==> src/hdl/rmth_pkg.sv <==
`default_nettype none
package rmth_pkg;

  localparam int unsigned DW = 32;

  typedef enum logic {
    HS_LO,
    HS_HI
  } heap_sel_t;

  typedef enum logic [2:0] {
    DEC_REJ,
    DEC_PUSH_LO,
    DEC_PUSH_HI,
    DEC_MOVE_HI,
    DEC_MOVE_LO
  } dec_t;

  typedef enum logic [3:0] {
    S_IDLE,
    S_DEC,
    S_PO_INIT,
    S_PO_LRD,
    S_PO_LAST,
    S_PO_CHK,
    S_PO_RC1,
    S_PO_RC2,
    S_PO_SEL,
    S_PU_INIT,
    S_PU_CHK,
    S_PU_CMP,
    S_FIN
  } state_t;

  typedef enum logic [3:0] {
    DP_NOP,
    DP_LOAD,
    DP_PO_START,
    DP_PO_RDLAST,
    DP_PO_LAST,
    DP_PO_CHK,
    DP_PO_RC1,
    DP_PO_RC2,
    DP_PO_SEL,
    DP_PU_START,
    DP_PU_CHK,
    DP_PU_CMP,
    DP_OUT
  } dp_op_t;

  typedef struct packed {
    dp_op_t    op;
    heap_sel_t hsel;
    logic      src_top;
    logic      rej;
  } dp_cmd_t;

  typedef struct packed {
    dec_t dec;
    logic cnt_zero;
    logic c_ge_cnt;
    logic c1_lt_cnt;
    logic rc2_above;
    logic sel_above;
    logic idx_zero;
    logic pu_above;
  } dp_stat_t;

endpackage
`default_nettype wire

==> src/hdl/rmth_ctrl.sv <==
`default_nettype none
module rmth_ctrl
  import rmth_pkg::*;
(
  input  wire logic     clk,
  input  wire logic     rst_n,
  input  wire logic     in_valid,
  output logic          in_ready,
  output logic          out_valid,
  input  wire logic     out_ready,
  input  wire dp_stat_t stat,
  output dp_cmd_t       cmd
);

  state_t    state_r, state_nxt;
  heap_sel_t hsel_r, hsel_nxt;
  logic      src_r, src_nxt, more_r, more_nxt, rej_r, rej_nxt;
  logic      out_valid_r, out_valid_nxt, fin_fire;

  assign fin_fire = (state_r == S_FIN) && (!out_valid_r || out_ready);

  always_comb begin
    state_nxt = state_r;
    hsel_nxt  = hsel_r;
    src_nxt   = src_r;
    more_nxt  = more_r;
    rej_nxt   = rej_r;
    unique case (state_r)
      S_IDLE: if (in_valid) state_nxt = S_DEC;
      S_DEC: begin
        rej_nxt  = 1'b0;
        src_nxt  = 1'b0;
        more_nxt = 1'b0;
        unique case (stat.dec)
          DEC_REJ: begin
            rej_nxt   = 1'b1;
            state_nxt = S_FIN;
          end
          DEC_PUSH_LO: begin
            hsel_nxt  = HS_LO;
            state_nxt = S_PU_INIT;
          end
          DEC_PUSH_HI: begin
            hsel_nxt  = HS_HI;
            state_nxt = S_PU_INIT;
          end
          DEC_MOVE_HI: begin
            hsel_nxt  = HS_HI;
            more_nxt  = 1'b1;
            state_nxt = S_PO_INIT;
          end
          DEC_MOVE_LO: begin
            hsel_nxt  = HS_LO;
            more_nxt  = 1'b1;
            state_nxt = S_PO_INIT;
          end
          default: state_nxt = S_FIN;
        endcase
      end
      S_PO_INIT: state_nxt = S_PO_LRD;
      S_PO_LRD: begin
        if (stat.cnt_zero) begin
          hsel_nxt  = (hsel_r == HS_LO) ? HS_HI : HS_LO;
          src_nxt   = 1'b1;
          state_nxt = S_PU_INIT;
        end else begin
          state_nxt = S_PO_LAST;
        end
      end
      S_PO_LAST: state_nxt = S_PO_CHK;
      S_PO_CHK: begin
        if (stat.c_ge_cnt) begin
          hsel_nxt  = (hsel_r == HS_LO) ? HS_HI : HS_LO;
          src_nxt   = 1'b1;
          state_nxt = S_PU_INIT;
        end else begin
          state_nxt = S_PO_RC1;
        end
      end
      S_PO_RC1: state_nxt = stat.c1_lt_cnt ? S_PO_RC2 : S_PO_SEL;
      S_PO_RC2: state_nxt = S_PO_SEL;
      S_PO_SEL: begin
        if (stat.sel_above) begin
          state_nxt = S_PO_CHK;
        end else begin
          hsel_nxt  = (hsel_r == HS_LO) ? HS_HI : HS_LO;
          src_nxt   = 1'b1;
          state_nxt = S_PU_INIT;
        end
      end
      S_PU_INIT: state_nxt = S_PU_CHK;
      S_PU_CHK, S_PU_CMP: begin
        if ((state_r == S_PU_CHK && stat.idx_zero) ||
            (state_r == S_PU_CMP && !stat.pu_above)) begin
          if (more_r) begin
            more_nxt  = 1'b0;
            hsel_nxt  = (hsel_r == HS_LO) ? HS_HI : HS_LO;
            src_nxt   = 1'b0;
            state_nxt = S_PU_INIT;
          end else begin
            state_nxt = S_FIN;
          end
        end else if (state_r == S_PU_CHK) begin
          state_nxt = S_PU_CMP;
        end else begin
          state_nxt = S_PU_CHK;
        end
      end
      S_FIN: if (fin_fire) state_nxt = S_IDLE;
      default: state_nxt = S_IDLE;
    endcase
    out_valid_nxt = (out_valid_r && !out_ready) || fin_fire;
  end

  always_comb begin
    cmd.hsel    = hsel_r;
    cmd.src_top = src_r;
    cmd.rej     = rej_r;
    cmd.op      = DP_NOP;
    in_ready    = 1'b0;
    unique case (state_r)
      S_IDLE: begin
        in_ready = 1'b1;
        if (in_valid) cmd.op = DP_LOAD;
      end
      S_PO_INIT: cmd.op = DP_PO_START;
      S_PO_LRD:  cmd.op = stat.cnt_zero ? DP_NOP : DP_PO_RDLAST;
      S_PO_LAST: cmd.op = DP_PO_LAST;
      S_PO_CHK:  cmd.op = DP_PO_CHK;
      S_PO_RC1:  cmd.op = DP_PO_RC1;
      S_PO_RC2:  cmd.op = DP_PO_RC2;
      S_PO_SEL:  cmd.op = DP_PO_SEL;
      S_PU_INIT: cmd.op = DP_PU_START;
      S_PU_CHK:  cmd.op = DP_PU_CHK;
      S_PU_CMP:  cmd.op = DP_PU_CMP;
      S_FIN:     cmd.op = fin_fire ? DP_OUT : DP_NOP;
      default:   cmd.op = DP_NOP;
    endcase
  end

  assign out_valid = out_valid_r;

  always_ff @(posedge clk) begin
    if (!rst_n) begin
      state_r     <= S_IDLE;
      out_valid_r <= 1'b0;
      hsel_r      <= HS_LO;
      src_r       <= 1'b0;
      more_r      <= 1'b0;
      rej_r       <= 1'b0;
    end else begin
      state_r     <= state_nxt;
      out_valid_r <= out_valid_nxt;
      hsel_r      <= hsel_nxt;
      src_r       <= src_nxt;
      more_r      <= more_nxt;
      rej_r       <= rej_nxt;
    end
  end

endmodule
`default_nettype wire

==> config.mk <==
export PLATFORM = sky130hd
export DESIGN_NAME = rmth_ctrl
export DESIGN_NICKNAME = d
export VERILOG_FILES = /design/src/hdl/rmth_pkg.sv /design/src/hdl/rmth_ctrl.sv
export SDC_FILE = /design/constraint.sdc
export NUM_CORES = 1
export LEC_CHECK = 0
export ABC_CLOCK_PERIOD_IN_PS = 2300
export BUFFER_PORTS_ARGS = -buffer_cell sky130_fd_sc_hd__buf_4
export CAP_MARGIN = 15
export CORE_AREA = 2 2 44 46
export DETAILED_ROUTE_END_ITERATION = 8
export DIE_AREA = 0 0 46 48
export GPL_ROUTABILITY_DRIVEN = 0
export GPL_TIMING_DRIVEN = 0
export PLACE_DENSITY_LB_ADDON = 0.2
export SLEW_MARGIN = 5
export SYNTH_ARGS = -nofsm -noshare
export SYNTH_HDL_FRONTEND = slang
export SYNTH_SLANG_ARGS = --single-unit
==> constraint.sdc <==
create_clock -name clk -period 2.3 [get_ports clk]
set_clock_uncertainty 0.05 [all_clocks]
set_input_delay 0.115 -clock clk [delete_from_list [all_inputs] [get_ports clk]]
set_output_delay 0.115 -clock clk [all_outputs]
set_load 0.05 [all_outputs]
; ---- Word level (Yosys, flattened, before mapping)
; Index checks and enable logic that the tools add are counted.
; W data, S select, Z words.
[totals]
reg_bits = 9
output_inout_bits = 9
[op_classes]
reduce_logical = 23
eq_ne = 24
muxes = 34
[op_table]
columns = op, n
row1 = $pmux W4 S12, 2
row2 = $mux W4, 8
row3 = $eq A4 B4 Y1 const B, 5
row4 = $mux W1, 17
row5 = $eq A4 B3 Y1 const B, 4
row6 = $ne A2 B2 Y1 const B, 7
row7 = $pmux W1 S5, 2
row8 = $reduce_or A2 Y1, 5
row9 = $eq A4 B2 Y1 const B, 2
row10 = $pmux W4 S2, 1
row11 = $reduce_and A7 Y1, 1
row12 = $eq A3 B2 Y1 const B, 2
row13 = $reduce_and A6 Y1, 1
row14 = $reduce_bool A5 Y1, 1
row15 = $eq A4 B1 Y1 const B, 1
row16 = $logic_and A1 B1 Y1, 4
row17 = $logic_not A4 Y1, 1
row18 = $pmux W1 S2, 2
row19 = $reduce_and A2 Y1, 2
row20 = $eq A3 B1 Y1 const B, 1
row21 = $eq A3 B3 Y1 const B, 1
row22 = $logic_not A1 Y1, 3
row23 = $logic_not A3 Y1, 1
row24 = $logic_or A1 B1 Y1, 3
row25 = 4 further kinds, 4

; ---- Logic depth before layout (Yosys ltp)
[depth]
word_depth = 5
depth_mapped = 6

; ---- Least setup slack after synthesis
; No wires, ideal clock.
[synth_path]
path_kind = register to output
startpoint = reg state_r[3]
endpoint = out cmd[3] (netlist bit)
path_slack_ps = 107
arrival_time_ps = 2028
required_ps = 2135
path_buffers = 2
stages_incl_launch_ff = 5
path_cell_list = dfxtp_1 > buf_2 > buf_1 > a21oi_1 > o32ai_1
[synth_lines]
columns = element, line_no
row1 = start: declaration, rmth_ctrl.sv:15  ; state_t state_r, state_nxt;
row2 = start signal: assignment, rmth_ctrl.sv:152  ; state_r <= state_nxt;
row3 = end: declaration, rmth_ctrl.sv:12  ; output dp_cmd_t cmd

==> qor.yml <==
run_status:
  outcome: "finished, final reports clean"
timing:
  fin_tns_setup_ps: 0
  fin_crit_ps: 1880
  hold_ws_ps: 75.6
  maxSlewViolCount: 0
  layout_setup_ws_ps: 415
  fin_crit_sh: 0.819
  finalSetupViolations: 0
  worst_slew_pin_slew_ps: 423
  rsz0062_at_grt: "false"
  finalHoldViolCount: 0
  fmax_mhz: 531
  max_slew_margin: 0.718
worst_setup_path:
  slowest_delay_ps: 340
  crit_chain: "buf_4 -> nor2_1 -> and3_1 -> a21oi_1 -> o32ai_1 -> buf_4"
  startpoint: "state_r[1]$_SDFFE_PN0P_"
  cp_slowest_cell: "nor2_1"
  r2r-start: "state_r[0]$_SDFFE_PN0P_"
  end_kind: "output port"
  startpoint_type: "flop"
  reg2reg_to: "hsel_r$_SDFFE_PN0P_"
  cp.arrival_ps: 1720
  ff2ff_path_depth: 5
  crit_fanout: 10
  worstSetupPathDepth: 6
  cp_top_family: "simple AND/OR/NAND/NOR gates"
  required_ps: 2130
  regToRegSetupSlack_ps: 460
  worst_path_most_repeated_cell: "buf_4"
  setup.worst_path.class: "reg2out"
  crit_end: "cmd[3]"
  path_buf_inv: 2
placement:
  place_hpwl_um: 1630
  post_dp_cell_area_um2: 1000
  port_buffers: 21
  post-place-ws_ps: 467
clock_tree:
  tritoncts: "built"
  clockBufferDepth: 2
  clk_pin_slew_ps: 70
  cts_root_buf: "clkbuf_4"
  htreeDepth: 1
  cts.sinks: 9
  cts_hold_buf: 0
  cts_resized: 0
  cts_buffers: 3
  insertion_delay_ps: 270
  postCtsSetupBuffers: 0
power:
  power_frac_comb: 0.725
  total_power_uw: 1350
  power_density_nw_per_um2: 1310
  p_int_uw: 625
  peakVddDrop_uv: 890
  pwr-share-seq: 0.179
  p_clk_frac: 0.096
  leakage_uw: 0.000421
  p_switching_uw: 724
  swShare: 0.537
synth:
  synth-seq-cells: 9
  synth_top_area_frac: 0.219
  synth_seq_area_share: 0.219
  synth_common_cells: "nand2_1, a21oi_1, dfxtp_1, nor2_1, o21ai_0"
  synth-edff-count: 0
  yosys.area.top_type: "dfxtp_1"
  yosys.cell_count.top_type: "nand2_1"
  ys_types: 41
  synth_ff_type: "dfxtp_1"
  syn_nets: 128
  syn-mean-instance-area_um2: 7.21
  synth_area_leaders: "dfxtp_1, a21oi_1, nand2_1, o21ai_0, nor2_1"
  synthArstFlopShare: 0
  syn_area_um2: 822
  post_synth_inst_count: 114
  yosysWarnings: 0
detailed_routing:
  routed-via-count: 949
  routed_wl_um: 2130
  antenna_left: 0
  vias_per_cell: 6.08
  dr.pass1.iters: 4
  wl_per_cell_um: 13.7
  initialDrtViolationCount: 25
  drc: 0
layout:
  n_antenna_cell: 0
  final_area_um2: 1030
  layout.nets: 154
  ff_latch_area_um2: 180
  multi_input_area_um2: 567
  area.growth.synth_to_final_pct: 25.0
  drive_gt1_frac: 0.245
  fill_cells: 165
floorplanning:
  row_count: 15
  initial_core_util: 0.487
  die-area_um2: 2210
  die_width_um: 46
  ios: 23
  fp.dieH_um: 48
  core_area_um2: 1690
grt:
  gr-total-overflow: 0
  grtUsageTotal: 0.214
  grt_pass1_wl_um: 3400
  grt_max_degree: 11
  grt_pass1_vias: 795
  grt_antenna_before_repair: 0
min_path:
  hold_class: "in2reg"
flow_run:
  max-cap-violations: 0
power groups by stage:
stage	Combinational (uW)	Clock [uW]	Sequential (uW)
after detailed placement	964	0	244
after floorplan	747	0	235
final	978	129	241
after global placement	958	0	242
after global routing	1050	136	246
after CTS	969	130	240
layout by cell type, fill, tap and decap left out, drive strengths merged, types with 4 or more instances in the layout:
cell type	instances
a21oi	10
buf	29
clkbuf	6
dfxtp	9
inv	5
nand2	12
nand2b	5
nand3	4
nor2	9
o21ai	8
through the flow:
step	instances	utilization
after global routing	156	0.608
after global placement	152	0.593
after floorplan	114	-
after detailed placement	152	0.593
final	156	0.608
after CTS	156	0.608
sequential cells by signal, summed over array words and instances, names as in the netlist:
register,cells
rej_r,1
state_r,4
src_r,1
out_valid,1
hsel_r,1
more_r,1
per-layer routing:
layer  vias up  wire length (um)  global-route usage
met4         0                29              0.0857
met1       426              1010               0.303
met3         5               175              0.0340
li1        474                 -                   -
met2        44               921               0.322
met5         -                 0                   0
layout make-up:
type	count	share of cell area
well taps	17	0.0207
clock buffers	4	0.0256
multi-input cells	90	0.552
flip-flops and latches	9	0.175
plain buffers	10	0.0548
repair buffers	21	0.153
inverters	5	0.0183
how the worst min path moves through the flow:
stage | startpoint | to | depth (start not counted)
global route | rst_n | out_valid$_SDFF_PN0_ | 2
detailed placement | rst_n | state_r[3]$_SDFFE_PN0P_ | 2
CTS | rst_n | state_r[3]$_SDFFE_PN0P_ | 2
finish | rst_n | out_valid$_SDFF_PN0_ | 2
global placement | rst_n | src_r$_SDFFE_PN0P_ | 2
floorplan | rst_n | state_r[3]$_SDFFE_PN0P_ | 1
logic make-up after synthesis:
family          synth area share
simple gates               0.288
mux                       0.0122
xor+xnor                  0.0213
flops                      0.219
compound gates             0.368
buf+inv                   0.0913
(Power assumes the default switching activity.)
